`config.mk`:
```
export PLATFORM = sky130hd
export DESIGN_NAME = sample_set_statistics
export DESIGN_NICKNAME = d
export VERILOG_FILES = /design/src/hdl/sss_pkg.sv /design/src/hdl/sss_div.sv /design/src/hdl/sss_dp.sv /design/src/hdl/sss_ctrl.sv /design/src/hdl/sample_set_statistics.sv
export VERILOG_INCLUDE_DIRS = /design/src /design/src/hdl
export SDC_FILE = /design/constraint.sdc
export NUM_CORES = 2
export LEC_CHECK = 0
export ABC_AREA = 1
export ABC_CLOCK_PERIOD_IN_PS = 10450
export BUFFER_PORTS_ARGS = -buffer_cell sky130_fd_sc_hd__buf_4
export CAP_MARGIN = 0
export CORE_MARGIN = 2
export CORE_UTILIZATION = 41
export DETAILED_ROUTE_END_ITERATION = 8
export HOLD_SLACK_MARGIN = 0.02
export PLACE_DENSITY = 0.61
export SKIP_LAST_GASP = 1
export SYNTH_ARGS = -nofsm -noshare
export SYNTH_HDL_FRONTEND = slang
export SYNTH_SLANG_ARGS = --single-unit
```
`constraint.sdc`:
```
create_clock -name clk -period 10.45 [get_ports clk]
set_input_delay 0.5225 -clock clk [delete_from_list [all_inputs] [get_ports clk]]
set_output_delay 0.5225 -clock clk [all_outputs]
set_load 0.02 [all_outputs]
```
`src/hdl/assert_macros.svh`:
```
// Assertion helpers shared by the RTL files.
`ifndef ASSERT_MACROS_SVH
`define ASSERT_MACROS_SVH

// Consequent must hold in the same cycle as the antecedent.
`define CHK_NOW(label, clk, rst, ante, cons, msg) \
  label: assert property (@(posedge clk) disable iff (rst) (ante) |-> (cons)) \
    else $error(msg);

// Consequent must hold in the cycle after the antecedent.
`define CHK_NEXT(label, clk, rst, ante, cons, msg) \
  label: assert property (@(posedge clk) disable iff (rst) (ante) |=> (cons)) \
    else $error(msg);

`endif

```
`src/hdl/sss_pkg.sv`:
```
package sss_pkg;

  localparam int MAX_SAMPLES_DEF = 16;
  localparam int SAMPLE_W        = 16;
  localparam int FRAC_BITS       = 16;
  localparam int MEAN_W          = 32;
  localparam int VAR_W           = 47;
  localparam int COUNT_OUT_W     = 5;

  typedef enum logic [2:0] {
    ST_ACCUM,
    ST_PROD,
    ST_MEAN,
    ST_VAR,
    ST_OUT
  } state_t;

  // Commands from the controller to the datapath.
  typedef struct packed {
    logic accum;
    logic load_prod;
    logic div_start;
    logic div_var;
    logic take_mean;
    logic take_var;
    logic clear;
  } cmd_t;

  // Status from the datapath to the controller.
  typedef struct packed {
    logic div_done;
  } stat_t;

endpackage

```
`src/hdl/sss_div.sv`:
```
`include "assert_macros.svh"

module sss_div #(
  parameter int DW = 56,
  parameter int VW = 10
) (
  input  logic          clk,
  input  logic          rst,
  input  logic          start,
  input  logic [DW-1:0] dividend,
  input  logic [VW-1:0] divisor,
  output logic [DW-1:0] quotient,
  output logic          done
);

  localparam int CW = $clog2(DW + 1);

  logic          running;
  logic [CW-1:0] cnt;
  logic [DW-1:0] quo;
  logic [VW-1:0] rem;
  logic [VW-1:0] dvs;

  logic [VW:0]   trial;
  logic [VW:0]   diff;
  logic          fits;
  logic [VW-1:0] rem_next;

  // One restoring step per cycle, dividend bits shifted in from the top.
  always_comb begin
    trial    = {rem, quo[DW-1]};
    diff     = trial - {1'b0, dvs};
    fits     = trial >= {1'b0, dvs};
    rem_next = fits ? diff[VW-1:0] : trial[VW-1:0];
  end

  always_ff @(posedge clk) begin
    if (rst) begin
      running <= 1'b0;
      done    <= 1'b0;
      cnt     <= '0;
    end else begin
      done <= 1'b0;
      if (start) begin
        running <= 1'b1;
        cnt     <= CW'(DW);
      end else if (running) begin
        cnt <= cnt - 1'b1;
        if (cnt == CW'(1)) begin
          running <= 1'b0;
          done    <= 1'b1;
        end
      end
    end
  end

  always_ff @(posedge clk) begin
    if (start) begin
      quo <= dividend;
      rem <= '0;
      dvs <= divisor;
    end else if (running) begin
      quo <= {quo[DW-2:0], fits};
      rem <= rem_next;
    end
  end

  assign quotient = quo;

  `CHK_NOW(a_no_restart, clk, rst, start, !running, "divider started while still running")

endmodule

```
`src/hdl/sss_dp.sv`:
```
`include "assert_macros.svh"

module sss_dp #(
  parameter int MAX_SAMPLES = sss_pkg::MAX_SAMPLES_DEF
) (
  input  logic                                 clk,
  input  logic                                 rst,
  input  sss_pkg::cmd_t                        cmd,
  output sss_pkg::stat_t                       stat,
  input  logic signed [sss_pkg::SAMPLE_W-1:0]  sample,
  output logic signed [sss_pkg::SAMPLE_W-1:0]  max_value,
  output logic signed [sss_pkg::SAMPLE_W-1:0]  min_value,
  output logic signed [sss_pkg::MEAN_W-1:0]    mean_fixed,
  output logic [sss_pkg::VAR_W-1:0]            variance_fixed,
  output logic [sss_pkg::COUNT_OUT_W-1:0]      sample_count,
  output logic                                 too_many
);

  localparam int CNT_W  = $clog2(MAX_SAMPLES + 1);
  localparam int SUM_W  = sss_pkg::SAMPLE_W + $clog2(MAX_SAMPLES);
  localparam int SQ_W   = 2 * sss_pkg::SAMPLE_W - 1 + $clog2(MAX_SAMPLES);
  localparam int LHS_W  = CNT_W + SQ_W;
  localparam int RHS_W  = 2 * SUM_W;
  localparam int CMP_W  = (LHS_W > RHS_W) ? LHS_W : RHS_W;
  localparam int DIV_W  = LHS_W + sss_pkg::FRAC_BITS;
  localparam int DVS_W  = 2 * CNT_W;
  localparam int SQS_W  = 2 * sss_pkg::SAMPLE_W;

  // Accumulators for the set being collected.
  logic [CNT_W-1:0]                   count;
  logic signed [sss_pkg::SAMPLE_W-1:0] running_max;
  logic signed [sss_pkg::SAMPLE_W-1:0] running_min;
  logic signed [SUM_W-1:0]            running_sum;
  logic [SQ_W-1:0]                    running_square_sum;
  logic                               overflowed;

  // Back end registers.
  logic [LHS_W-1:0]                   lhs;
  logic [RHS_W-1:0]                   rhs;
  logic [DVS_W-1:0]                   n_sq;
  logic [LHS_W-1:0]                   diff;
  logic                               sum_neg;
  logic signed [sss_pkg::MEAN_W-1:0]  mean_r;
  logic [sss_pkg::VAR_W-1:0]          var_r;

  logic signed [SQS_W-1:0]            sample_sq;
  logic [SUM_W-1:0]                   abs_now;
  logic [CMP_W-1:0]                   lhs_x;
  logic [CMP_W-1:0]                   rhs_x;
  logic [CMP_W-1:0]                   sub_x;
  logic [DIV_W-1:0]                   div_dividend;
  logic [DVS_W-1:0]                   div_divisor;
  logic [DIV_W-1:0]                   div_quotient;
  logic                               div_done;
  logic [sss_pkg::MEAN_W-1:0]         mean_mag;

  always_comb begin
    sample_sq = sample * sample;
    abs_now   = running_sum[SUM_W-1] ? SUM_W'(-running_sum) : SUM_W'(running_sum);
    lhs_x     = CMP_W'(lhs);
    rhs_x     = CMP_W'(rhs);
    sub_x     = lhs_x - rhs_x;
    mean_mag  = div_quotient[sss_pkg::MEAN_W-1:0];
    if (cmd.div_var) begin
      div_dividend = {diff, {sss_pkg::FRAC_BITS{1'b0}}};
      div_divisor  = n_sq;
    end else begin
      div_dividend = DIV_W'({abs_now, {sss_pkg::FRAC_BITS{1'b0}}});
      div_divisor  = DVS_W'(count);
    end
  end

  always_ff @(posedge clk) begin
    if (rst || cmd.clear) begin
      count              <= '0;
      running_max        <= '0;
      running_min        <= '0;
      running_sum        <= '0;
      running_square_sum <= '0;
      overflowed         <= 1'b0;
    end else if (cmd.accum) begin
      if (count == CNT_W'(MAX_SAMPLES)) begin
        overflowed <= 1'b1;
      end else begin
        if (count == '0 || sample > running_max) begin
          running_max <= sample;
        end
        if (count == '0 || sample < running_min) begin
          running_min <= sample;
        end
        running_sum        <= running_sum + SUM_W'(sample);
        running_square_sum <= running_square_sum + SQ_W'(sample_sq[SQS_W-2:0]);
        count              <= count + 1'b1;
      end
    end
  end

  // Products are taken once the set is closed, then the difference settles
  // long before the variance division is started.
  always_ff @(posedge clk) begin
    if (cmd.load_prod) begin
      lhs     <= LHS_W'(count) * LHS_W'(running_square_sum);
      rhs     <= RHS_W'(abs_now) * RHS_W'(abs_now);
      n_sq    <= DVS_W'(count) * DVS_W'(count);
      sum_neg <= running_sum[SUM_W-1];
    end
    diff <= (lhs_x > rhs_x) ? sub_x[LHS_W-1:0] : '0;
    if (cmd.take_mean) begin
      mean_r <= sum_neg ? -mean_mag : mean_mag;
    end
    if (cmd.take_var) begin
      var_r <= div_quotient[sss_pkg::VAR_W-1:0];
    end
  end

  sss_div #(
    .DW(DIV_W),
    .VW(DVS_W)
  ) u_div (
    .clk     (clk),
    .rst     (rst),
    .start   (cmd.div_start),
    .dividend(div_dividend),
    .divisor (div_divisor),
    .quotient(div_quotient),
    .done    (div_done)
  );

  assign stat.div_done = div_done;

  assign max_value      = overflowed ? '0 : running_max;
  assign min_value      = overflowed ? '0 : running_min;
  assign mean_fixed     = overflowed ? '0 : mean_r;
  assign variance_fixed = overflowed ? '0 : var_r;
  assign sample_count   = sss_pkg::COUNT_OUT_W'(count);
  assign too_many       = overflowed;

  `CHK_NOW(a_count_bound, clk, rst, 1'b1, count <= CNT_W'(MAX_SAMPLES), "count past bound")

endmodule

```
`src/hdl/sss_ctrl.sv`:
```
`include "assert_macros.svh"

module sss_ctrl (
  input  logic           clk,
  input  logic           rst,
  input  logic           start,
  input  logic           last,
  input  sss_pkg::stat_t stat,
  output sss_pkg::cmd_t  cmd,
  output logic           busy,
  output logic           done
);

  sss_pkg::state_t state;
  sss_pkg::state_t state_next;

  always_ff @(posedge clk) begin
    if (rst) begin
      state <= sss_pkg::ST_ACCUM;
    end else begin
      state <= state_next;
    end
  end

  always_comb begin
    state_next = state;
    cmd        = '0;
    busy       = 1'b1;
    done       = 1'b0;
    case (state)
      sss_pkg::ST_ACCUM: begin
        busy = 1'b0;
        if (start) begin
          cmd.accum = 1'b1;
          if (last) begin
            state_next = sss_pkg::ST_PROD;
          end
        end
      end
      sss_pkg::ST_PROD: begin
        cmd.load_prod = 1'b1;
        cmd.div_start = 1'b1;
        state_next    = sss_pkg::ST_MEAN;
      end
      sss_pkg::ST_MEAN: begin
        if (stat.div_done) begin
          cmd.take_mean = 1'b1;
          cmd.div_start = 1'b1;
          cmd.div_var   = 1'b1;
          state_next    = sss_pkg::ST_VAR;
        end
      end
      sss_pkg::ST_VAR: begin
        if (stat.div_done) begin
          cmd.take_var = 1'b1;
          state_next   = sss_pkg::ST_OUT;
        end
      end
      sss_pkg::ST_OUT: begin
        done       = 1'b1;
        cmd.clear  = 1'b1;
        state_next = sss_pkg::ST_ACCUM;
      end
      default: begin
        state_next = sss_pkg::ST_ACCUM;
      end
    endcase
  end

  `CHK_NEXT(a_done_single, clk, rst, done, !done, "result strobe lasted more than a cycle")
  `CHK_NOW(a_done_busy, clk, rst, done, busy, "result strobe while accepting words")
  `CHK_NOW(a_div_idle, clk, rst, !busy, !stat.div_done, "divider finished while collecting")

endmodule

```
`src/hdl/sample_set_statistics.sv`:
```
// Set statistics: maximum, minimum, mean and population variance.
// Input channel: a word (sample, last) is taken at a rising edge where
// start is high and busy is low. Words can be taken one per cycle, and
// each is folded into the count, extremes, sum and sum of squares.
// The word with last also closes the set. The block then raises busy and runs
// its back end: the products are registered, then a shared one-bit-per-cycle
// divider produces the mean and then the variance. The divider is
// DIV_W bits wide, where DIV_W = clog2(MAX_SAMPLES+1) + 31
// + clog2(MAX_SAMPLES) + 16 (56 at the default bound of 16).
// Output channel: done is high for exactly one cycle once the variance
// result has been registered from the divider, and the
// result fields are valid in that cycle only. The receiver cannot stall
// the block; it must take the result in that cycle. Busy drops in the
// cycle after done, and the next set may begin then.
// A set longer than MAX_SAMPLES reports too_many with zero value fields.
// Reset is synchronous: it empties the accumulators, stops the divider
// and returns the block to collecting words with busy low.
module sample_set_statistics #(
  parameter int MAX_SAMPLES = sss_pkg::MAX_SAMPLES_DEF
) (
  input  logic                                clk,
  input  logic                                rst,
  input  logic                                start,
  output logic                                busy,
  input  logic signed [sss_pkg::SAMPLE_W-1:0] sample,
  input  logic                                last,
  output logic                                done,
  output logic signed [sss_pkg::SAMPLE_W-1:0] max_value,
  output logic signed [sss_pkg::SAMPLE_W-1:0] min_value,
  output logic signed [sss_pkg::MEAN_W-1:0]   mean_fixed,
  output logic [sss_pkg::VAR_W-1:0]           variance_fixed,
  output logic [sss_pkg::COUNT_OUT_W-1:0]     sample_count,
  output logic                                too_many
);

  sss_pkg::cmd_t  cmd;
  sss_pkg::stat_t stat;

  // Controller: sequences collection, products, both divisions, result.
  sss_ctrl u_ctrl (
    .clk  (clk),
    .rst  (rst),
    .start(start),
    .last (last),
    .stat (stat),
    .cmd  (cmd),
    .busy (busy),
    .done (done)
  );

  // Datapath: accumulators, multipliers, divider and result registers.
  sss_dp #(
    .MAX_SAMPLES(MAX_SAMPLES)
  ) u_dp (
    .clk           (clk),
    .rst           (rst),
    .cmd           (cmd),
    .stat          (stat),
    .sample        (sample),
    .max_value     (max_value),
    .min_value     (min_value),
    .mean_fixed    (mean_fixed),
    .variance_fixed(variance_fixed),
    .sample_count  (sample_count),
    .too_many      (too_many)
  );

endmodule
```
==> impl_metrics.toml <==
[grt]
grt_pass1_wl_um = 229600
grtUsageTotal = 0.2323
grt_max_degree = 87
antenna_found_initial = 0
grt_pass1_vias = 41260
grt-ovfl-total = 0

[synth]
ys.flop_type = "edfxtp_1"
syn_area_mm2 = 0.04987
synth_edf_count = 234
async_reset_ff_frac = 0
yosys_warnings = 0
syn_area_per_cell_um2 = 7.768
synth_cell_type_count = 62
yosys_register_bits = 388
syn_inst = 6420
yosysSeqAreaShare = 0.2027

[final_layout]
syn_to_final_growth_pct = 8.508
final_area_mm2 = 0.05411
layout-drive-gt1-share = 0.05208
antenna_cells = 0
final_nets = 7548
fin_util = 0.4498

[worst_setup_path]
cp_data_arrival_time_ns = 8.96
crit_family = "adder cells"
crit_chain = "inv_1 > o21ai_0 > nand2_1 > inv_1 > nor2_1 > fa_1 > fa_1 > inv_1 > fa_1 > inv_1 > fa_1 > fa_1 > fa_1 > inv_1 > fa_1 > inv_1 > ha_1 > a21oi_1 > o21ai_0 > a21oi_1 > nand2_1 > a21oi_1 > o21ai_0 > xor2_1"
worst_r2r_endpoint = "u_dp.rhs[24]$_DFFE_PP_"
start_kind = "flop"
cp_max_fo = 22
path_buf_inv = 6
path_common_cell = "fa_1"
worstReg2RegStart = "u_dp.running_sum[19]$_SDFFE_PP0P_"
critPathCaptureType = "flop"
critPathSlowestCell = "dfxtp_1"
r2r_setup_slack_ns = 1.87
reg2regPathDepth = 24
path_class = "flop to flop"
worstPathRequired_ns = 10.83
max_stage_delay_ns = 0.87

[sta]
slew-limit-headroom = 0.2515
min_period_over_period = 0.8210
skew_ns = 0.06554
fmax_mhz = 116.6
finalHoldViolCount = 0
setup_violations = 0
tightest_slew_ns = 1.120
rsz0062_at_grt = "false"
setup_tns_ns = 0
worst_slack_ns = 1.871
finalCriticalPeriod_ns = 8.579
maxSlewViolCount = 0

[clock_tree]
path_clk_slew_ns = 0.06
cts_tree = "built"
holdBufCountCts = 0
clockBufferDepth = 3
cts_resized = 0
numCtsBuffers = 47
cts_num_sinks = 388
clk-insertion-delay-late_ns = 0.67
cts.htree.levels = 2
root_buffer = "clkbuf_16"
cts_setup_buffers = 0

[drt]
wirelength_um = 142400
num_vias = 40670
antenna_left = 0
drc = 0
initialDrtViolationCount = 2681
viasPerCell = 4.996
dr.pass1.iters = 6
routedWlPerCell_um = 17.50

[die]
fp.dieArea_mm2 = 0.1244
ios = 139
row_count = 127
initial_core_util = 0.4146
core_area_mm2 = 0.1203
die_width_um = 352.8
die_y_um = 352.8

[run_status]
status = "finished, final reports clean"

[hold_path]
min_to = "u_dp.u_div.running$_SDFF_PP0_"
hp-class = "primary input to flop"
hold_start = "rst"
whs_path_depth = 2

[placement]
pre_cts_ws_ns = 1.849
placed_area_mm2 = 0.05247
io_buffers = 138
gp_congestion = 0.9323
detailed_place_hpwl_um = 116700

[flow_run]
drv_cap = 0
area by class of cell:
type	instances	area [um^2]
Clock buffer	64	1300
Sequential cell	388	10120
Tap cell	1612	2017
Fill cell	12100	66180
Timing Repair Buffer	159	1194
Multi-Input combinational cell	4335	33290
Inverter	1558	5851
Clock inverter	24	342.8
registers in the layout (all words and copies together) (netlist names):
| name | count |
|---|---|
| u_dp.lhs | 40 |
| u_dp.running_min | 16 |
| u_dp.u_div.done | 1 |
| u_dp.sample_count | 5 |
| u_dp.u_div.quotient | 56 |
| u_dp.n_sq | 9 |
| u_dp.running_max | 16 |
| u_dp.running_sum | 20 |
| u_dp.mean_r | 32 |
| u_dp.u_div.cnt | 6 |
| u_dp.u_div.rem | 10 |
| u_dp.var_r | 47 |
| u_dp.u_div.dvs | 10 |
| u_dp.rhs | 39 |
| u_dp.running_square_sum | 35 |
| u_ctrl.state | 3 |
| u_dp.diff | 40 |
| u_dp.too_many | 1 |
| u_dp.u_div.running | 1 |
| u_dp.sum_neg | 1 |
Yosys cell counts, types with 21 or more instances:
master    number  share of area
inv_2         21         0.0016
nand3_1      244          0.024
a21o_1        31         0.0047
nand2_1     1186          0.089
xor2_1       144          0.025
nor2_1       726          0.055
xnor2_1       49         0.0086
o21ai_0      216          0.022
o21bai_1      31         0.0047
a31oi_1       30         0.0038
fa_1         613           0.25
nor3_1        52         0.0052
ha_1         426           0.11
clkbuf_1      85         0.0064
buf_2         37         0.0037
edfxtp_1     234           0.14
inv_1       1532           0.12
nand4_1       30         0.0038
a21oi_1      330          0.033
dfxtp_1      154          0.062
o211ai_1      27         0.0041
worst max-delay path by stage:
| stage | startpoint | to | slack, ns | depth (start not counted) |
|---|---|---|---|---|
| global placement | u_dp.running_sum[19]$_SDFFE_PP0P_ | u_dp.rhs[24]$_DFFE_PP_ | 1.99 | 24 |
| global route | u_dp.running_sum[19]$_SDFFE_PP0P_ | u_dp.rhs[24]$_DFFE_PP_ | 1.41 | 24 |
| floorplan | u_dp.running_sum[0]$_SDFFE_PP0P_ | u_dp.rhs[24]$_DFFE_PP_ | 3.04 | 31 |
| CTS | u_dp.running_sum[19]$_SDFFE_PP0P_ | u_dp.rhs[24]$_DFFE_PP_ | 1.88 | 24 |
| detailed placement | u_dp.running_sum[19]$_SDFFE_PP0P_ | u_dp.rhs[24]$_DFFE_PP_ | 1.85 | 24 |
| finish | u_dp.running_sum[19]$_SDFFE_PP0P_ | u_dp.rhs[24]$_DFFE_PP_ | 1.87 | 24 |
placed cells by master, fill, tap and decap left out, types with 159 or more instances in the layout:
master / n
nand2_1: 1186
nand3_1: 244
fa_1: 613
inv_1: 1530
ha_1: 426
o21ai_0: 216
a21oi_1: 330
nor2_1: 724
buf_4: 159
edfxtp_1: 234
metal layers:
metal,GRT usage,part of all wire
met2,0.4007,0.48
met3,0.02248,0.049
met5,0,0
met1,0.3141,0.45
met4,0.05427,0.023
worst reg2reg max path: cells and delay by family (launching register included):
kind                       cells  cell delay (ns)
adders and majority gates      8             4.12
xor gates and xnor gates       1             0.16
AOI/OAI and AO/OA              6             1.25
buffers and inverters          6             1.28
DFF                            1             0.87
and+or+nand+nor                3             0.70
kinds of logic (layout without fill, tap and decap cells):
| group | count (synthesis) | after routing | share of synthesized area |
|---|---|---|---|
| fa+ha+maj | 1039 | 1039 | 0.3530 |
| other cells | 2 | 16 | 0.0001506 |
| flops | 388 | 388 | 0.2027 |
| simple gates | 2315 | 2315 | 0.1889 |
| compound gates | 771 | 771 | 0.08932 |
| xor+xnor | 194 | 194 | 0.03445 |
| buf+inv | 1711 | 1805 | 0.1314 |
per-stage QoR:
| stage | hold slack [ns] | cells |
|---|---|---|
| after floorplan | 0.4264 | 6434 |
| after global placement | 0.4346 | 8052 |
| after detailed placement | 0.4345 | 8052 |
| after CTS | 0.08170 | 8140 |
| after global routing | 0.1055 | 8140 |
| final | 0.1195 | 8140 |
Power is left out: the tool's default activity adds up to more than one toggle a clock period on the data nets, which glitch-free logic cannot reach.
